<file path="config.mk">
export PLATFORM = sky130hd
export DESIGN_NAME = bpu_pixel_emit
export DESIGN_NICKNAME = d
export VERILOG_FILES = /design/src/rtl/core/bpu_pkg.sv /design/src/rtl/core/bpu_pixel_emit.sv
export SDC_FILE = /design/constraint.sdc
export NUM_CORES = 1
export LEC_CHECK = 0
export BUFFER_PORTS_ARGS = -buffer_cell sky130_fd_sc_hd__clkbuf_2
export CAP_MARGIN = 10
export CORE_MARGIN = 3
export CORE_UTILIZATION = 52
export CTS_CLUSTER_SIZE = 25
export DETAILED_ROUTE_END_ITERATION = 8
export PLACE_DENSITY = 0.8
export SLEW_MARGIN = 20
export SYNTH_ARGS = -nofsm -noshare
export SYNTH_HDL_FRONTEND = slang
export SYNTH_SLANG_ARGS = --single-unit
</file>
<file path="constraint.sdc">
create_clock -name clk -period 3.1 [get_ports clk]
set_clock_uncertainty 0.05 [all_clocks]
set_input_delay 0.155 -clock clk [delete_from_list [all_inputs] [get_ports clk]]
set_output_delay 0.155 -clock clk [all_outputs]
set_load 0.01 [all_outputs]
</file>
<file path="src/rtl/core/bpu_pkg.sv">
// Shared types, register codes and constants for the bitmap pixel unpacker.
// No dependencies; every other file of the block imports this package.
package bpu_pkg;

    localparam int MAX_WIDTH               = 4096;
    localparam int PALETTE_ENTRIES_DEFAULT = 256;

    localparam int DIM_W       = 13;  // width, height, column and row counters
    localparam int ROW_BYTES_W = 14;  // byte position inside a padded row
    localparam int COUNT_W     = 4;   // pixels per byte, 0..8
    localparam int MAX_RUN     = 8;   // pixels in one 1bpp byte
    localparam int CFG_INDEX_W = 2;
    localparam int CFG_DATA_W  = 13;

    // Configuration register indexes
    localparam logic [CFG_INDEX_W-1:0] REG_DEPTH_MODE      = 2'd0;
    localparam logic [CFG_INDEX_W-1:0] REG_IMAGE_WIDTH     = 2'd1;
    localparam logic [CFG_INDEX_W-1:0] REG_IMAGE_HEIGHT    = 2'd2;
    localparam logic [CFG_INDEX_W-1:0] REG_PALETTE_PRESENT = 2'd3;

    // Source pixel formats; the two unused codes behave as 24bpp
    localparam logic [2:0] MODE_1BPP  = 3'd0;
    localparam logic [2:0] MODE_4BPP  = 3'd1;
    localparam logic [2:0] MODE_8BPP  = 3'd2;
    localparam logic [2:0] MODE_16BPP = 3'd3;
    localparam logic [2:0] MODE_24BPP = 3'd4;
    localparam logic [2:0] MODE_32BPP = 3'd5;

    // Input item commands
    localparam logic CMD_PIXEL   = 1'b0;
    localparam logic CMD_PALETTE = 1'b1;

    typedef enum logic [1:0] {
        KIND_MONO,
        KIND_PAL4,
        KIND_PAL8,
        KIND_DIRECT
    } pix_kind_t;

    typedef struct packed {
        logic [2:0]       depth_mode;
        logic [DIM_W-1:0] image_width;
        logic [DIM_W-1:0] image_height;
        logic             palette_present;
    } cfg_t;

    typedef struct packed {
        logic       command;
        logic [7:0] data_byte;
        logic [7:0] palette_index;
        logic [7:0] palette_blue;
        logic [7:0] palette_green;
        logic [7:0] palette_red;
    } byte_item_t;

    typedef struct packed {
        logic [7:0] blue;
        logic [7:0] green;
        logic [7:0] red;
        logic       run_last;
        logic       row_end;
        logic       image_end;
    } pixel_item_t;

    // Run descriptor for the pixel stage: everything one byte needs to emit its run
    typedef struct packed {
        pix_kind_t          kind;
        logic [COUNT_W-1:0] count;
        logic               ends_row;
        logic               last_row;
        logic               pal_present;
        logic [7:0]         mono_bits;
        logic               oor0;
        logic               oor1;
        logic [23:0]        color;
    } desc_t;

    // floor(c * 255 / 31) for a 5-bit component
    function automatic logic [7:0] expand5(input logic [4:0] c);
        logic [7:0] v;
        case (c)
            5'd0:  v = 8'd0;
            5'd1:  v = 8'd8;
            5'd2:  v = 8'd16;
            5'd3:  v = 8'd24;
            5'd4:  v = 8'd32;
            5'd5:  v = 8'd41;
            5'd6:  v = 8'd49;
            5'd7:  v = 8'd57;
            5'd8:  v = 8'd65;
            5'd9:  v = 8'd74;
            5'd10: v = 8'd82;
            5'd11: v = 8'd90;
            5'd12: v = 8'd98;
            5'd13: v = 8'd106;
            5'd14: v = 8'd115;
            5'd15: v = 8'd123;
            5'd16: v = 8'd131;
            5'd17: v = 8'd139;
            5'd18: v = 8'd148;
            5'd19: v = 8'd156;
            5'd20: v = 8'd164;
            5'd21: v = 8'd172;
            5'd22: v = 8'd180;
            5'd23: v = 8'd189;
            5'd24: v = 8'd197;
            5'd25: v = 8'd205;
            5'd26: v = 8'd213;
            5'd27: v = 8'd222;
            5'd28: v = 8'd230;
            5'd29: v = 8'd238;
            5'd30: v = 8'd246;
            default: v = 8'd255;
        endcase
        return v;
    endfunction

endpackage

</file>
<file path="src/rtl/core/bpu_pixel_emit.sv">
// Pixel stage: holds one byte's run and sends its pixels, one per cycle unless
// stalled, through the output register. Uses desc_t/pixel_item_t of bpu_pkg.
module bpu_pixel_emit
    import bpu_pkg::*;
(
    input  logic        clk,
    input  logic        rst_n,
    input  logic        desc_load,
    input  desc_t       desc,
    input  logic [23:0] rd_color0,
    input  logic [23:0] rd_color1,
    output logic        slot_free,
    output logic        pixel_valid,
    input  logic        pixel_ready,
    output pixel_item_t pixel_item
);

    desc_t       desc_reg;
    logic        run_valid_reg, run_valid_next;
    logic [2:0]  idx_reg, idx_next;
    pixel_item_t out_reg;
    logic        out_valid_reg, out_valid_next;

    logic        out_load;
    logic        run_fire;
    logic        run_last;
    logic        bit_sel;
    logic [23:0] color;
    pixel_item_t pixel;

    assign out_load  = !out_valid_reg || pixel_ready;
    assign run_fire  = run_valid_reg && out_load;
    assign run_last  = ({1'b0, idx_reg} + COUNT_W'(1)) == desc_reg.count;
    assign slot_free = !run_valid_reg || (run_fire && run_last);

    // leftmost pixel sits in the MSB
    assign bit_sel = desc_reg.mono_bits[3'd7 - idx_reg];

    always_comb
    begin
        unique case (desc_reg.kind)
            KIND_MONO:
            begin
                if (desc_reg.pal_present)
                    color = bit_sel ? rd_color1 : rd_color0;
                else
                    color = bit_sel ? 24'hFF_FFFF : 24'h00_0000;
            end
            KIND_PAL4:
            begin
                if (idx_reg == '0)
                    color = desc_reg.oor0 ? 24'h00_0000 : rd_color0;
                else
                    color = desc_reg.oor1 ? 24'h00_0000 : rd_color1;
            end
            KIND_PAL8:
                color = desc_reg.oor0 ? 24'h00_0000 : rd_color0;
            KIND_DIRECT:
                color = desc_reg.color;
        endcase
    end

    always_comb
    begin
        pixel.blue      = color[7:0];
        pixel.green     = color[15:8];
        pixel.red       = color[23:16];
        pixel.run_last  = run_last;
        pixel.row_end   = run_last && desc_reg.ends_row;
        pixel.image_end = run_last && desc_reg.ends_row && desc_reg.last_row;
    end

    always_comb
    begin
        run_valid_next = run_valid_reg;
        idx_next       = idx_reg;
        if (desc_load)
        begin
            run_valid_next = 1'b1;
            idx_next       = '0;
        end
        else if (run_fire)
        begin
            if (run_last)
                run_valid_next = 1'b0;
            else
                idx_next = idx_reg + 3'd1;
        end
        out_valid_next = out_load ? run_valid_reg : out_valid_reg;
    end

    always_ff @(posedge clk or negedge rst_n)
    begin
        if (!rst_n)
        begin
            run_valid_reg <= 1'b0;
            idx_reg       <= '0;
            out_valid_reg <= 1'b0;
        end
        else
        begin
            run_valid_reg <= run_valid_next;
            idx_reg       <= idx_next;
            out_valid_reg <= out_valid_next;
        end
    end

    always_ff @(posedge clk)
    begin
        if (desc_load)
            desc_reg <= desc;
        if (run_fire)
            out_reg <= pixel;
    end

    assign pixel_valid = out_valid_reg;
    assign pixel_item  = out_reg;

    a_run_not_empty: assert property (@(posedge clk) disable iff (!rst_n)
        run_valid_reg |-> (desc_reg.count != '0))
        else $error("pixel stage holds a run with no pixels");

    a_idx_in_run: assert property (@(posedge clk) disable iff (!rst_n)
        run_valid_reg |-> ({1'b0, idx_reg} < desc_reg.count))
        else $error("pixel index ran past the run");

    a_direct_single: assert property (@(posedge clk) disable iff (!rst_n)
        (run_valid_reg && desc_reg.kind == KIND_DIRECT) |-> (desc_reg.count == COUNT_W'(1)))
        else $error("multi-byte format produced more than one pixel");

    a_load_when_free: assert property (@(posedge clk) disable iff (!rst_n)
        desc_load |-> slot_free)
        else $error("new run loaded over a run still in progress");

endmodule

</file>
# ---- Word level (Yosys, flattened, before mapping)
# Index checks and enable logic that the tools add are counted.
dict set report word_totals {
  in_bits 95
  register_bits 75
  out_inout_bits 29
  word_cells 56
}
dict set report op_classes {
  n_eq_ne 5
  n_mux 15
  addsub 3
  reduce_logical 14
  order_cmp 1
}
# cell count
set ops {}
lappend ops {{$mux 24} 6}
lappend ops {{$pmux 24 s4} 1}
lappend ops {{$mux 3} 3}
lappend ops {{$add 3x1->4 const B} 1}
lappend ops {{$eq 2x2->1 const B} 2}
lappend ops {{$eq 4x4->1} 1}
lappend ops {{$logic_and 1x1->1} 4}
lappend ops {{$lt 3x4->1 const B} 1}
lappend ops {{$mux 1} 4}
lappend ops {{$reduce_and 2->1} 2}
lappend ops {{$reduce_bool 2->1} 2}
lappend ops {{$add 3x1->3 const B} 1}
lappend ops {{$bmux 1 s3} 1}
lappend ops {{$logic_not 3->1} 1}
lappend ops {{$sub 3x3->3 const A} 1}
lappend ops {{$eq 2x1->1 const B} 1}
lappend ops {{$logic_not 1->1} 2}
lappend ops {{$logic_not 2->1} 1}
lappend ops {{$logic_or 1x1->1} 2}
lappend ops {{$ne 2x2->1 const B} 1}

# ---- Depth between registers and ports, before layout
dict set report depth {
  word_depth 6
  ltp_mapped 9
  mapped_depth_nobuf 6
}

# ---- Worst setup path after synthesis
# OpenSTA, ideal clock, no wires.
dict set report synth_timing {
  kind {register to register}
  startpoint {register idx_reg[0]}
  endpoint {register out_reg (netlist bit pixel_item[13]) (data pin)}
  t_arrival_ns 1.830
  path_stages_with_launch 10
  path_buffers 3
  setup_time_ns 0.274
  synth_period_minus_slack_ns 2.154
  required_ns 2.776
  path_slack_ns 0.946
  path_cell_list {dfrtp_1 buf_6 inv_1 ha_1 nand2b_1 clkbuf_1 buf_2 a311o_1 a31oi_1 o311ai_2}
}
dict set report synth_via {
  elab_chain_cells 6
  word_cells_on_any_way 9
  cone_classes {add/sub (1); mux (7); reduce/logical (1)}
}
# item line_no
set synth_rtl {}
lappend synth_rtl {{start: declaration} bpu_pixel_emit.sv:20} ;# logic [2:0] idx_reg, idx_next;
lappend synth_rtl {{start signal: assignment} bpu_pixel_emit.sv:103} ;# idx_reg <= idx_next;
lappend synth_rtl {{$sub 3x3->3} bpu_pixel_emit.sv:37} ;# assign bit_sel = desc_reg.mono_bits[3'd7 - idx_reg];
lappend synth_rtl {{$bmux 1 s3} bpu_pixel_emit.sv:37}
lappend synth_rtl {{$mux 1 (not written as such)} bpu_pixel_emit.sv:37}
lappend synth_rtl {{$mux 24, on equally long branches} {bpu_pixel_emit.sv:47, bpu_pixel_emit.sv:45}}
lappend synth_rtl {{$mux 24} bpu_pixel_emit.sv:44} ;# if (desc_reg.pal_present)
lappend synth_rtl {{$pmux 24 s4 *} bpu_pixel_emit.sv:41} ;# unique case (desc_reg.kind)
lappend synth_rtl {{named net color[10]} bpu_pixel_emit.sv:28} ;# logic [23:0] color;
lappend synth_rtl {{end signal: assignment} bpu_pixel_emit.sv:113} ;# out_reg <= pixel;
lappend synth_rtl {{end: declaration} bpu_pixel_emit.sv:21} ;# pixel_item_t out_reg;
# Mark *: on every way through the listed nets, which the timed path passes. The rest lies on a longest branch. The select of a mux whose other input is x is not followed.
# A chain may end at the register's enable or synchronous reset.

# ---- Worst setup path after layout
dict set report layout_timing {
  startpoint {register idx_reg[0]}
  endpoint {register out_reg (netlist bit pixel_item[6]) (data pin)}
}
# Same word-level chain as after synthesis.

==> flow_summary.json <==
{
  "busiest_layer": "met2",
  "timing.rr.start": "idx_reg[0]",
  "outcome": "finished clean",
  "htree_levels": 3,
  "synth_edf_count": 70,
  "min_period_ns": 2.56,
  "synth-seq-area-share": 0.519,
  "synth.distinct_cells": 39,
  "vdd_ir_drop_max_mv": 0.306,
  "vias": 3615,
  "synth_area_leaders": "edfxtp_1 49%, mux2i_1 11%, nand2b_1 7.6%, nand2_1 3.7%, a221oi_1 3.1%",
  "worstPathRequired_ns": 3.19,
  "die_height_um": 96.8,
  "cts_made_buffers": 9,
  "hpwlAfterDp_mm": 7.25,
  "p_leak_uw": 0.00235,
  "ant_nets": 0,
  "drive_gt1_frac": 0.298,
  "grt_max_degree": 49,
  "grt_pass1_vias": 3828,
  "die_area_um2": 9370,
  "path_clk_slew_ns": 0.08,
  "cts.path.max_buffers": 2,
  "synth-seq-cells": 75,
  "worstMarginPinSlew_ns": 0.802,
  "start_util": 0.547,
  "clock-sinks": 75,
  "syn_area_um2": 4290,
  "post_drt_via_cell_ratio": 5.75,
  "fmax_ghz": 0.391,
  "grt_use_met2": 0.422,
  "coreArea_um2": 7850,
  "yosys_warnings": 0,
  "place.gp.congestion": 0.865,
  "hold_viol": 0,
  "grt_pass1_wl_mm": 18.4,
  "hp-start": "pixel_ready",
  "nets": 619,
  "p_per_area_nw_per_um2": 510,
  "critPathMostFrequentCell": "mux2i_1",
  "die_w_um": 96.8,
  "hold_path_depth": 3,
  "drt-initial-drc-count": 282,
  "total_power_uw": 2860,
  "largest_reg_flops": 43,
  "worstSetupPathType": "register to register",
  "place_ws_ns": 0.544,
  "post-route-period-util": 0.825,
  "drc_errors": 0,
  "timing.final.ws_setup_ns": 0.543,
  "whs_endpoint": "pixel_valid",
  "synthArstFlopShare": 0.0667,
  "layoutNonFillerInstCount": 629,
  "final_max_slew_viol_count": 0,
  "r2r_cells": 7,
  "grt_use_total": 0.243,
  "cp_slowest_cell": "dfrtp_1",
  "critPathMaxStageDelay_ns": 0.51,
  "antenna_found_initial": 0,
  "clk_latency_ns": 0.35,
  "crit_arrival_ns": 2.64,
  "dr.pass1.iters": 5,
  "port_buffers": 123,
  "grt_overflow": 0,
  "area_growth_pct": 31.0,
  "netlist_instances": 366,
  "ys.flop_type": "edfxtp_1",
  "relSlewSlack": 0.466,
  "wl_mm": 11.2,
  "rsz0062_at_grt": "no",
  "use_met1": 0.298,
  "syn_area_per_cell_um2": 11.7,
  "yosys.area.top_type_share": 0.490,
  "fill_cells": 589,
  "synth.largest_area_cell": "edfxtp_1",
  "root_buffer": "clkbuf_8",
  "worst_r2r_endpoint": "pixel_item[6]",
  "setup_viol": 0,
  "worstHoldPathType": "input pin to register",
  "fin_setup_tns_ns": 0,
  "drv_cap": 0,
  "cts_resized": 0,
  "critPathLaunch": "idx_reg[0]",
  "rrSetupSlack_ns": 0.54,
  "endpoint_kind": "register",
  "antennaDiodeCount": 0,
  "cts_tree": "built",
  "rows": 32,
  "wire_per_inst_um": 17.9,
  "placedCellCount": 569,
  "pin_count": 124,
  "met3_usage": 0.0497,
  "startpoint_type": "register",
  "syn_nets": 463,
  "crit_path_cell_trace": "inv_1 -> ha_1 -> nand2b_1 -> buf_4 -> mux2i_1 -> mux2i_1 -> a221oi_1",
  "critPathMaxFanout": 14
}
cell type report:
class | instances | area [um2] | area share
repair buffers | 177 | 1130 | 0.201
clock inverters | 7 | 98.8 | 0.0176
well taps | 102 | 128 | 0.0227
flip-flops and latches | 75 | 2230 | 0.396
multi-input cells | 253 | 1890 | 0.336
clock buffers | 9 | 124 | 0.0220
inverters | 6 | 22.5 | 0.00401
what timing repair did:
action,4_1_cts,5_1_grt
endpoints found under the setup margin,0,0
endpoints found under the hold margin,48,0
hold buffers,44,0
buffers inserted,0,0
report_power, final:
group          internal (uW)  total, uW  switching, uW
Clock                    461        856            396
Combinational            341        711            370
Sequential              1240       1300           61.1
Total                   2040       2860            826
per-stage QoR:
step | area (um2) | hold WS, ns | util
6_report | 5620 | 0.0672 | 0.716
5_1_grt | 5620 | 0.0892 | 0.716
4_1_cts | 5620 | 0.0562 | 0.716
3_5_place_dp | 4960 | -0.0675 | 0.632
3_3_place_gp | 4960 | -0.0702 | 0.632
2_1_floorplan | 4290 | -0.191 | -
worst max-delay path by stage:
| stage | endpoint | slack [ns] |
|---|---|---|
| after floorplan | pixel_item[13] | 0.95 |
| after global placement | pixel_item[7] | 0.73 |
| after detailed placement | pixel_item[21] | 0.54 |
| after CTS | pixel_item[21] | 0.50 |
| after global routing | pixel_item[6] | 0.27 |
| final | pixel_item[6] | 0.54 |
layout by cell type, fill, tap and decap left out, types with 10 or more instances in the layout:
| cell | n |
|---|---|
| clkbuf_2 | 123 |
| edfxtp_1 | 70 |
| nand2b_1 | 52 |
| mux2i_1 | 47 |
| dlygate4sd3_1 | 44 |
| nand2_1 | 42 |
| nand3b_1 | 15 |
| a221oi_1 | 15 |
| nand3_1 | 10 |
| buf_4 | 10 |
routing by layer:
metal	part of all wire	up-vias	wire (um)
met4	0.021	0	240
met3	0.072	23	805
met5	0	-	0
met2	0.53	173	5920
li1	-	1688	-
met1	0.38	1731	4270
cell usage after synthesis (all sizes together), types with 8 or more instances:
cell    instances
a221oi         15
a311o           8
a31oi           9
buf            10
clkbuf         22
edfxtp         70
mux2i          47
nand2          42
nand2b         52
nand3          10
nand3b         15
nor3b           8
nor4bb          9
o311ai          8
critical path: cells and delay by family, from the launching register on:
family | cells | cell delay [ns]
flip-flops | 1 | 0.51
AND/OR/NAND/NOR | 1 | 0.38
AO/OA/AOI/OAI | 1 | 0.32
multiplexers | 2 | 0.31
buffers and inverters | 2 | 0.47
adder cells (fa/ha/maj) | 1 | 0.30
cells by family (layout without fill, tap and decap cells):
| family | Yosys count | in the layout | share of synthesized area |
|---|---|---|---|
| flops | 75 | 75 | 0.519 |
| buf+inv | 38 | 199 | 0.0408 |
| mux | 52 | 52 | 0.129 |
| fa+ha+maj | 2 | 2 | 0.00583 |
| simple gates | 147 | 147 | 0.199 |
| xor+xnor | 4 | 4 | 0.0117 |
| compound gates | 48 | 48 | 0.0942 |
Note: power is estimated with default switching activity, not from simulation.
