$ cat config.mk
export PLATFORM = sky130hd
export DESIGN_NAME = bpu_frame_track
export DESIGN_NICKNAME = d
export VERILOG_FILES = /design/src/rtl/core/bpu_pkg.sv /design/src/rtl/core/bpu_frame_track.sv
export SDC_FILE = /design/constraint.sdc
export NUM_CORES = 1
export LEC_CHECK = 0
export ABC_AREA = 1
export BUFFER_PORTS_ARGS = -buffer_cell sky130_fd_sc_hd__buf_4
export CELL_PAD_IN_SITES_DETAIL_PLACEMENT = 0
export CELL_PAD_IN_SITES_GLOBAL_PLACEMENT = 2
export CORE_MARGIN = 5
export CORE_UTILIZATION = 29
export DETAILED_ROUTE_END_ITERATION = 10
export PLACE_DENSITY = 0.75
export SKIP_LAST_GASP = 1
export SLEW_MARGIN = 25
export SYNTH_ARGS = -nofsm -noshare
export SYNTH_HDL_FRONTEND = slang
export SYNTH_SLANG_ARGS = --single-unit
$ cat constraint.sdc
create_clock -name clk -period 3.7 [get_ports clk]
set_input_delay 0.185 -clock clk [delete_from_list [all_inputs] [get_ports clk]]
set_output_delay 0.185 -clock clk [all_outputs]
set_load 0.02 [all_outputs]
$ cat src/rtl/core/bpu_pkg.sv
// Shared types, register codes and constants for the bitmap pixel unpacker.
// No dependencies; every other file of the block imports this package.
package bpu_pkg;

    localparam int MAX_WIDTH               = 4096;
    localparam int PALETTE_ENTRIES_DEFAULT = 256;

    localparam int DIM_W       = 13;  // width, height, column and row counters
    localparam int ROW_BYTES_W = 14;  // byte position inside a padded row
    localparam int COUNT_W     = 4;   // pixels per byte, 0..8
    localparam int MAX_RUN     = 8;   // pixels in one 1bpp byte
    localparam int CFG_INDEX_W = 2;
    localparam int CFG_DATA_W  = 13;

    // Configuration register indexes
    localparam logic [CFG_INDEX_W-1:0] REG_DEPTH_MODE      = 2'd0;
    localparam logic [CFG_INDEX_W-1:0] REG_IMAGE_WIDTH     = 2'd1;
    localparam logic [CFG_INDEX_W-1:0] REG_IMAGE_HEIGHT    = 2'd2;
    localparam logic [CFG_INDEX_W-1:0] REG_PALETTE_PRESENT = 2'd3;

    // Source pixel formats; the two unused codes behave as 24bpp
    localparam logic [2:0] MODE_1BPP  = 3'd0;
    localparam logic [2:0] MODE_4BPP  = 3'd1;
    localparam logic [2:0] MODE_8BPP  = 3'd2;
    localparam logic [2:0] MODE_16BPP = 3'd3;
    localparam logic [2:0] MODE_24BPP = 3'd4;
    localparam logic [2:0] MODE_32BPP = 3'd5;

    // Input item commands
    localparam logic CMD_PIXEL   = 1'b0;
    localparam logic CMD_PALETTE = 1'b1;

    typedef enum logic [1:0] {
        KIND_MONO,
        KIND_PAL4,
        KIND_PAL8,
        KIND_DIRECT
    } pix_kind_t;

    typedef struct packed {
        logic [2:0]       depth_mode;
        logic [DIM_W-1:0] image_width;
        logic [DIM_W-1:0] image_height;
        logic             palette_present;
    } cfg_t;

    typedef struct packed {
        logic       command;
        logic [7:0] data_byte;
        logic [7:0] palette_index;
        logic [7:0] palette_blue;
        logic [7:0] palette_green;
        logic [7:0] palette_red;
    } byte_item_t;

    typedef struct packed {
        logic [7:0] blue;
        logic [7:0] green;
        logic [7:0] red;
        logic       run_last;
        logic       row_end;
        logic       image_end;
    } pixel_item_t;

    // Run descriptor for the pixel stage: everything one byte needs to emit its run
    typedef struct packed {
        pix_kind_t          kind;
        logic [COUNT_W-1:0] count;
        logic               ends_row;
        logic               last_row;
        logic               pal_present;
        logic [7:0]         mono_bits;
        logic               oor0;
        logic               oor1;
        logic [23:0]        color;
    } desc_t;

    // floor(c * 255 / 31) for a 5-bit component
    function automatic logic [7:0] expand5(input logic [4:0] c);
        logic [7:0] v;
        case (c)
            5'd0:  v = 8'd0;
            5'd1:  v = 8'd8;
            5'd2:  v = 8'd16;
            5'd3:  v = 8'd24;
            5'd4:  v = 8'd32;
            5'd5:  v = 8'd41;
            5'd6:  v = 8'd49;
            5'd7:  v = 8'd57;
            5'd8:  v = 8'd65;
            5'd9:  v = 8'd74;
            5'd10: v = 8'd82;
            5'd11: v = 8'd90;
            5'd12: v = 8'd98;
            5'd13: v = 8'd106;
            5'd14: v = 8'd115;
            5'd15: v = 8'd123;
            5'd16: v = 8'd131;
            5'd17: v = 8'd139;
            5'd18: v = 8'd148;
            5'd19: v = 8'd156;
            5'd20: v = 8'd164;
            5'd21: v = 8'd172;
            5'd22: v = 8'd180;
            5'd23: v = 8'd189;
            5'd24: v = 8'd197;
            5'd25: v = 8'd205;
            5'd26: v = 8'd213;
            5'd27: v = 8'd222;
            5'd28: v = 8'd230;
            5'd29: v = 8'd238;
            5'd30: v = 8'd246;
            default: v = 8'd255;
        endcase
        return v;
    endfunction

endpackage

$ cat src/rtl/core/bpu_frame_track.sv
// Row/column/byte tracking and per-byte decode into a pixel run descriptor.
// Depends on bpu_pkg for cfg_t, desc_t, mode codes and expand5().
module bpu_frame_track
    import bpu_pkg::*;
#(
    parameter int PALETTE_ENTRIES = PALETTE_ENTRIES_DEFAULT
)
(
    input  logic       clk,
    input  logic       rst_n,
    input  cfg_t       cfg,
    input  logic       pix_take,
    input  logic [7:0] data_byte,
    output desc_t      desc,
    output logic [7:0] rd_index0,
    output logic [7:0] rd_index1
);

    localparam int ROW_BITS_W = DIM_W + 5;        // width times 32 bits
    localparam int PITCH_W    = ROW_BITS_W - 3;   // padded row length in bytes

    logic [ROW_BYTES_W-1:0] row_bytes_reg, row_bytes_next;
    logic [DIM_W-1:0]       column_reg, column_next;
    logic [DIM_W-1:0]       row_reg, row_next;
    logic [23:0]            partial_reg, partial_next;
    logic [1:0]             bip_reg, bip_next;

    logic [DIM_W-1:0]      eff_width, eff_height;
    logic [ROW_BITS_W-1:0] w_ext, row_bits, bits_rounded;
    logic [PITCH_W-1:0]    pitch, row_bytes_inc;
    logic                  row_done;
    logic                  col_ok;
    logic [DIM_W-1:0]      remaining;
    pix_kind_t             kind;
    logic [COUNT_W-1:0]    cap, count;
    logic [2:0]            nbytes;
    logic                  complete;
    logic [23:0]           partial_upd, color;
    logic                  last_row;

    always_comb
    begin
        if (cfg.image_width == '0)
            eff_width = DIM_W'(1);
        else if (cfg.image_width > DIM_W'(MAX_WIDTH))
            eff_width = DIM_W'(MAX_WIDTH);
        else
            eff_width = cfg.image_width;
        eff_height = (cfg.image_height == '0) ? DIM_W'(1) : cfg.image_height;
    end

    // padded pitch: ceil(width * bpp / 32) words of 4 bytes
    assign w_ext = ROW_BITS_W'(eff_width);

    always_comb
    begin
        unique case (cfg.depth_mode)
            MODE_1BPP:  row_bits = w_ext;
            MODE_4BPP:  row_bits = w_ext << 2;
            MODE_8BPP:  row_bits = w_ext << 3;
            MODE_16BPP: row_bits = w_ext << 4;
            MODE_32BPP: row_bits = w_ext << 5;
            default:    row_bits = (w_ext << 4) + (w_ext << 3);
        endcase
    end

    assign bits_rounded  = row_bits + ROW_BITS_W'(31);
    assign pitch         = {bits_rounded[ROW_BITS_W-1:5], 2'b00};
    assign row_bytes_inc = {1'b0, row_bytes_reg} + PITCH_W'(1);
    assign row_done      = row_bytes_inc >= pitch;

    assign col_ok    = column_reg < eff_width;
    assign remaining = eff_width - column_reg;
    assign last_row  = ({1'b0, row_reg} + (DIM_W + 1)'(1)) >= {1'b0, eff_height};

    // multi-byte formats
    always_comb
    begin
        unique case (cfg.depth_mode)
            MODE_16BPP: nbytes = 3'd2;
            MODE_32BPP: nbytes = 3'd4;
            default:    nbytes = 3'd3;
        endcase
    end

    assign complete = ({1'b0, bip_reg} + 3'd1) >= nbytes;

    always_comb
    begin
        partial_upd = partial_reg;
        case (bip_reg)
            2'd0:    partial_upd[7:0]   = data_byte;
            2'd1:    partial_upd[15:8]  = data_byte;
            2'd2:    partial_upd[23:16] = data_byte;
            default: ;  // fourth byte of a 32-bit pixel is dropped
        endcase
        if (nbytes == 3'd2)
            color = {expand5(partial_upd[14:10]), expand5(partial_upd[9:5]),
                     expand5(partial_upd[4:0])};
        else
            color = partial_upd;
    end

    always_comb
    begin
        unique case (cfg.depth_mode)
            MODE_1BPP:
            begin
                kind = KIND_MONO;
                cap  = COUNT_W'(MAX_RUN);
            end
            MODE_4BPP:
            begin
                kind = KIND_PAL4;
                cap  = COUNT_W'(2);
            end
            MODE_8BPP:
            begin
                kind = KIND_PAL8;
                cap  = COUNT_W'(1);
            end
            default:
            begin
                kind = KIND_DIRECT;
                cap  = complete ? COUNT_W'(1) : '0;
            end
        endcase
    end

    // pixels past the row width are not emitted
    always_comb
    begin
        if (!col_ok)
            count = '0;
        else if (remaining < DIM_W'(cap))
            count = remaining[COUNT_W-1:0];
        else
            count = cap;
    end

    // palette addresses; 1bpp always looks at entries 0 and 1
    always_comb
    begin
        unique case (kind) inside
            KIND_MONO:
            begin
                rd_index0 = 8'd0;
                rd_index1 = 8'd1;
            end
            KIND_PAL4:
            begin
                rd_index0 = {4'd0, data_byte[7:4]};
                rd_index1 = {4'd0, data_byte[3:0]};
            end
            KIND_PAL8, KIND_DIRECT:
            begin
                rd_index0 = data_byte;
                rd_index1 = data_byte;
            end
        endcase
    end

    always_comb
    begin
        desc.kind        = kind;
        desc.count       = count;
        desc.ends_row    = col_ok && (DIM_W'(cap) >= remaining);
        desc.last_row    = last_row;
        desc.pal_present = cfg.palette_present;
        desc.mono_bits   = data_byte;
        desc.oor0        = int'(rd_index0) >= PALETTE_ENTRIES;
        desc.oor1        = int'(rd_index1) >= PALETTE_ENTRIES;
        desc.color       = color;
    end

    always_comb
    begin
        row_bytes_next = row_bytes_reg;
        column_next    = column_reg;
        row_next       = row_reg;
        partial_next   = partial_reg;
        bip_next       = bip_reg;
        if (pix_take)
        begin
            if (row_done)
            begin
                row_bytes_next = '0;
                column_next    = '0;
                partial_next   = '0;
                bip_next       = '0;
                row_next       = last_row ? '0 : row_reg + DIM_W'(1);
            end
            else
            begin
                row_bytes_next = row_bytes_inc[ROW_BYTES_W-1:0];
                column_next    = column_reg + DIM_W'(count);
                if (kind == KIND_DIRECT)
                begin
                    if (complete)
                    begin
                        partial_next = '0;
                        bip_next     = '0;
                    end
                    else
                    begin
                        partial_next = partial_upd;
                        bip_next     = bip_reg + 2'd1;
                    end
                end
            end
        end
    end

    always_ff @(posedge clk or negedge rst_n)
    begin
        if (!rst_n)
        begin
            row_bytes_reg <= '0;
            column_reg    <= '0;
            row_reg       <= '0;
            partial_reg   <= '0;
            bip_reg       <= '0;
        end
        else
        begin
            row_bytes_reg <= row_bytes_next;
            column_reg    <= column_next;
            row_reg       <= row_next;
            partial_reg   <= partial_next;
            bip_reg       <= bip_next;
        end
    end

endmodule

* Yosys cells after proc, flatten, opt, wreduce, memory -nomap -nowiden *
Memories as Yosys holds them, arrays and structs flattened.
Cells that the tools add are included.

storage, ports and cells
  bits in registers = 66
  ROM bits = 768
  input port bits = 41
  output and inout bits = 59
  logic and storage cells = 69
  memories kept = 3

cells by class
  add/subtract/negate cells = 9
  order comparisons = 7
  equality and inequality tests = 10
  multiplexer cells = 25
  reduce and logical (&&, ||, !) cells = 10

memories
  name              depth  bits a word  read ports  clocked after Yosys merged registers in  write ports  line           RTL
  (name not given)  32     8            1           0                                        0            bpu_pkg.sv:81  case (c)
  (name not given)  32     8            1           0                                        0            bpu_pkg.sv:81
  (name not given)  32     8            1           0                                        0            bpu_pkg.sv:81

operators by type and width
  kind                                                              number
  24-bit two-way mux                                                4
  18-bit one-hot mux with 5 select lines                            1
  13-bit two-way mux                                                5
  8-bit one-hot mux with 3 select lines                             2
  13-bit zero test                                                  2
  8-bit two-way mux                                                 3
  17-bit by 16-bit adder with 18-bit output                         1
  18-bit by 5-bit adder with 18-bit output (second input constant)  1
  14-bit by 1-bit adder with 15-bit output (second input constant)  1
  15-bit >= comparator                                              1
  13-bit by 1-bit adder with 14-bit output (second input constant)  1
  14-bit by 13-bit >= comparator with 1-bit output                  1
  14-bit two-way mux                                                1
  13-bit by 1-bit adder with 13-bit output (second input constant)  1
  13-bit by 4-bit adder with 13-bit output                          1
  4-bit by 13-bit >= comparator with 1-bit output                   1
  13-bit greater-than comparator (second input constant)            1
  13-bit less-than comparator                                       1
  13-bit by 4-bit less-than comparator with 1-bit output            1
  13-bit subtractor                                                 1
  4-bit one-hot mux with 3 select lines                             1
  3-bit by 2-bit == test with 1-bit output (second input constant)  3
  4-bit two-way mux                                                 2
  2-bit == test (second input constant)                             3
  other kinds (16)                                                  21

* Depth between registers and ports, before layout *
  depth after elaboration = 10
  depth in mapped cells = 36
  depth with buffers taken out = 35

* Worst setup path after synthesis *
No wires, ideal clock.

  path type = input -> register
  start = in cfg[20] (netlist bit)
  end = reg column_reg[12]
  setup time = 125 ps
  arrival time = 4222 ps
  data required time = 3575 ps
  path slack = -647 ps
  cell stages on the path = 28
  path buffers = 1
  cells stage by stage = nor2_1 > nand2_1 > nor2_4 > nand2_2 > nand2_2 > buf_6 > nand2_1 > inv_1 > ha_1 > a21oi_1 > nand2_1 > xor2_1 > ha_1 > a31oi_1 > nor2_1 > nand4_1 > nor2_2 > nor2_1 > nor2_1 > ha_1 > fa_1 > a21oi_1 > o21ai_0 > nand4_1 > nor2_1 > nand3_1 > nor3_1 > nor3_1

RTL lines
  element               line                    RTL
  from (decl)           bpu_frame_track.sv:11   input cfg_t cfg,
  to (signal assigned)  bpu_frame_track.sv:227  column_reg <= column_next;
  to (decl)             bpu_frame_track.sv:23   logic [DIM_W-1:0] column_reg, column_next;

* Worst setup path in the final report *
  start = in cfg[19] (netlist bit)
  end = reg partial_reg[23]

on the way
  longest elaborated chain between the ends = 9
  elaborated cells on any way between the ends = 11
  classes of those cells = 2 x add/sub; 2 x order compare; 4 x mux; 3 x reduce/logical

ends and longest elaborated chain
  element                                       line                    RTL
  13-bit greater-than comparator                bpu_frame_track.sv:45   else if (cfg.image_width > DIM_W'(MAX_WIDTH))
  13-bit two-way mux                            bpu_frame_track.sv:45
  13-bit two-way mux (*)                        bpu_frame_track.sv:43   if (cfg.image_width == '0)
  17-bit by 16-bit adder with 18-bit output     bpu_frame_track.sv:63   default: row_bits = (w_ext << 4) + (w_ext << 3);
  18-bit one-hot mux with 5 select lines (*)    bpu_frame_track.sv:57   unique case (cfg.depth_mode)
  18-bit by 5-bit adder with 18-bit output (*)  bpu_frame_track.sv:67   assign bits_rounded = row_bits + ROW_BITS_W'(31);
  15-bit >= comparator (*)                      bpu_frame_track.sv:70   assign row_done = row_bytes_inc >= pitch;
  2-bit nonzero test (no line)                  -
  2-bit AND reduction (no line)                 -
  to (signal assigned)                          bpu_frame_track.sv:229  partial_reg <= partial_next;
  to (decl)                                     bpu_frame_track.sv:25   logic [23:0] partial_reg, partial_next;

Every way passes the cells marked *; elsewhere a longest branch is shown, timed or not.
A chain may end at the register's enable or synchronous reset.

==> results_dict.tcl <==
set metrics [dict create \
    core_um2 26130 \
    die_h_um 173.1 \
    finalSetupTns_ns -15.81 \
    hold_class "in -> reg" \
    fin_skew_ns 0.01046 \
    crit_type "in -> reg" \
    ir_drop_mv 0.3775 \
    p_sw_uw 3272 \
    finalInstanceArea_um2 11940 \
    ys_ff_latch 66 \
    slew_headroom_pct 44.12 \
    initial_core_util_pct 29.54 \
    hold_violations 0 \
    clock-sinks 66 \
    grt_pass1_vias 8892 \
    endpoint "partial_reg[23]" \
    tritoncts "yes" \
    dpl.hpwl_um 22420 \
    rsz0062_at_grt "yes" \
    dpl_cell_area_um2 10500 \
    wl_per_cell_um 15.60 \
    critPathTopFamily "simple AND/OR/NAND/NOR gates" \
    crit_cells 31 \
    gr-total-overflow 0 \
    avgSynthCellArea_um2 6.306 \
    power_frac_clock_pct 11.3 \
    drc_errors 0 \
    intPower_uw 3733 \
    async_reset_ff_share_pct 100.0 \
    crit_path_start_kind "input pin" \
    synth-edff-count 0 \
    reg2reg_from "bip_reg[0]" \
    wirelength_um 28970 \
    drt-initial-drc-count 459 \
    root_buffer "clkbuf_16" \
    power.density_nw_per_um2 586.6 \
    cts_buffer_depth 2 \
    crit_slowest_cell "ha_1" \
    ys.flop_type "dfrtp_1" \
    grt_max_degree 67 \
    htreeDepth 3 \
    max_stage_delay_ns 0.32 \
    seqCellArea_um2 1652 \
    yosysUniqueCellTypes 53 \
    io_pins 100 \
    cts_buffers 9 \
    drive_above_1_share_pct 37.25 \
    worstMarginPinSlew_ns 0.8294 \
    dr.pass1.iters 4 \
    setup_slack_ns -0.3305 \
    hold_ws_ns 0.2904 \
    dieArea_um2 29980 \
    ys_seq_area_share_pct 21.40 \
    synth_area_um2 7719 \
    finalCriticalPeriod_ns 4.031 \
    worst-path-buf-inv 7 \
    p_leak_uw 0.005898 \
    clk-insertion-delay-late_ns 0.33 \
    crit_path_end_kind "register" \
    cp_max_fo 7 \
    n_fill_cell 2817 \
    grt_pass1_wl_um 46420 \
    fin_util_pct 45.70 \
    seqPwrFrac_pct 15.2 \
    ant_nets 0 \
    reg2reg_slack_ns -0.30 \
    grt_usage_pct 18.75 \
    cap_violations 0 \
    timing.rr.end "column_reg[12]" \
    min_period_over_period_pct 108.9 \
    path_clk_slew_ns 0.06 \
    cp-startpoint "cfg[19]" \
    vias 8970 \
    final-setup-viol-count 65 \
    multi_input_area_um2 6105 \
    nets 1628 \
    netlist_instances 1224 \
    vias_per_cell 4.830 \
    violations "setup timing" \
    area_delta_synth_final_pct 54.73 \
    finalMaxSlewViolations 0 \
    finalNonFillerCells 1857 \
    cp.arrival_ns 4.25 \
    largest_register_ffs 24 \
    cp_common_cell "nand2_1" \
    dp.cells 1798 \
    status "finished, violations left" \
    gp_congestion 0.8457 \
    portBuffers 95 \
    num_rows 59 \
    antenna_cells 0 \
    antenna_found_initial 0 \
    pwr-share-comb_pct 73.5 \
    swShare_pct 46.70 \
    die_x_um 173.1 \
    max_freq_ghz 0.2481 \
    required_ns 3.92 \
    reg2reg_depth 29 \
    yosys_warnings 0 \
]
==> worst min-delay path by stage <==
| stage | depth (start not counted) | slack (ns) | to | startpoint |
|---|---|---|---|---|
| 2_1_floorplan | 0 | -0.11 | bip_reg[0] | rst_n |
| 3_3_place_gp | 1 | 0.37 | partial_reg[5] | rst_n |
| 3_5_place_dp | 0 | 0.37 | desc[34] | cfg[0] |
| 4_1_cts | 1 | 0.04 | partial_reg[5] | rst_n |
| 5_1_grt | 5 | 0.33 | partial_reg[16] | data_byte[0] |
| 6_report | 5 | 0.29 | partial_reg[16] | data_byte[0] |
==> through the flow <==
| step | power, uW | worst slack, ns |
|---|---|---|
| 6_report | 7005 | -0.3305 |
| 5_1_grt | 7616 | -0.6182 |
| 4_1_cts | 6806 | -0.3045 |
| 3_5_place_dp | 5275 | -0.7623 |
| 3_3_place_gp | 5271 | -0.8113 |
| 2_1_floorplan | 3710 | -0.2368 |
==> cells by family after synthesis <==
group	count (synthesis)	share of synthesized area, %
AO/OA/AOI/OAI	218	15.95
adder cells (fa/ha/maj)	70	11.64
flip-flops	66	21.40
XOR/XNOR	36	4.085
other	1	0.04858
buffers and inverters	225	12.27
AND/OR/NAND/NOR	608	34.61
==> placed cells by master (no fill, tap or decap), types with 35 or more instances in the layout <==
cell type | Yosys | layout
nand3_1 | 130 | 94
dfrtp_1 | 66 | 66
ha_1 | 67 | 47
a21oi_1 | 55 | 35
buf_4 | 18 | 290
inv_1 | 165 | 149
nor2_1 | 113 | 90
nand2_2 | 13 | 42
o21ai_0 | 104 | 81
nand3_2 | 3 | 36
nand2_1 | 283 | 247
==> synth_stat cells (16+ instances only) <==
library cell | count | area share [%]
buf_4 | 18 | 1.8
nor3_1 | 26 | 1.7
o21ai_0 | 104 | 6.7
nand2_1 | 283 | 14
nand4_1 | 16 | 1.3
dfrtp_1 | 66 | 21
clkbuf_1 | 16 | 0.78
a21oi_1 | 55 | 3.6
ha_1 | 67 | 11
xor2_1 | 23 | 2.6
nand3_1 | 130 | 8.4
nor2_1 | 113 | 5.5
inv_1 | 165 | 8.0
==> layout make-up <==
| class | count | area share (%) |
|---|---|---|
| clock buffer | 13 | 2.095 |
| clock inverter | 3 | 0.1257 |
| inverter | 176 | 5.762 |
| multi-input combinational | 934 | 51.12 |
| sequential | 66 | 13.83 |
| tap | 335 | 3.510 |
| timing repair buffer | 329 | 23.47 |
| timing repair inverter | 1 | 0.09429 |
==> power groups by stage <==
| stage | combinational [uW] | sequential [uW] | clock [uW] |
|---|---|---|---|
| 2_1_floorplan | 2660 | 1050 | 0 |
| 3_3_place_gp | 4200 | 1070 | 0 |
| 3_5_place_dp | 4200 | 1070 | 0 |
| 4_1_cts | 4930 | 1070 | 811 |
| 5_1_grt | 5680 | 1100 | 841 |
| 6_report | 5150 | 1070 | 790 |
==> per-layer routing <==
metal	global-route usage [%]	routed length, um	up-vias	part of all wire, %
li1	-	-	4630	-
met5	0	0	-	0
met3	2.445	943	21	3.3
met4	4.223	320	0	1.1
met1	25.50	13730	4141	47
met2	31.80	13980	178	48
==> worst reg2reg max path: cells and delay by family (launching register included) <==
family	cells	cell delay [ns]
AOI/OAI and AO/OA	4	0.43
adders and majority gates	5	1.09
buffers and inverters	4	0.26
DFF	1	0.41
and+or+nand+nor	16	1.75
==> timing repair <==
item,CTS,global route
hold endpoints to repair,0,31
resized for setup,94,87
gates cloned,5,2
hold buffers,0,1
buffers inserted,21,17
pin swaps,71,62
setup endpoints to repair,66,70
No activity file was read; power rests on OpenSTA's default activity.
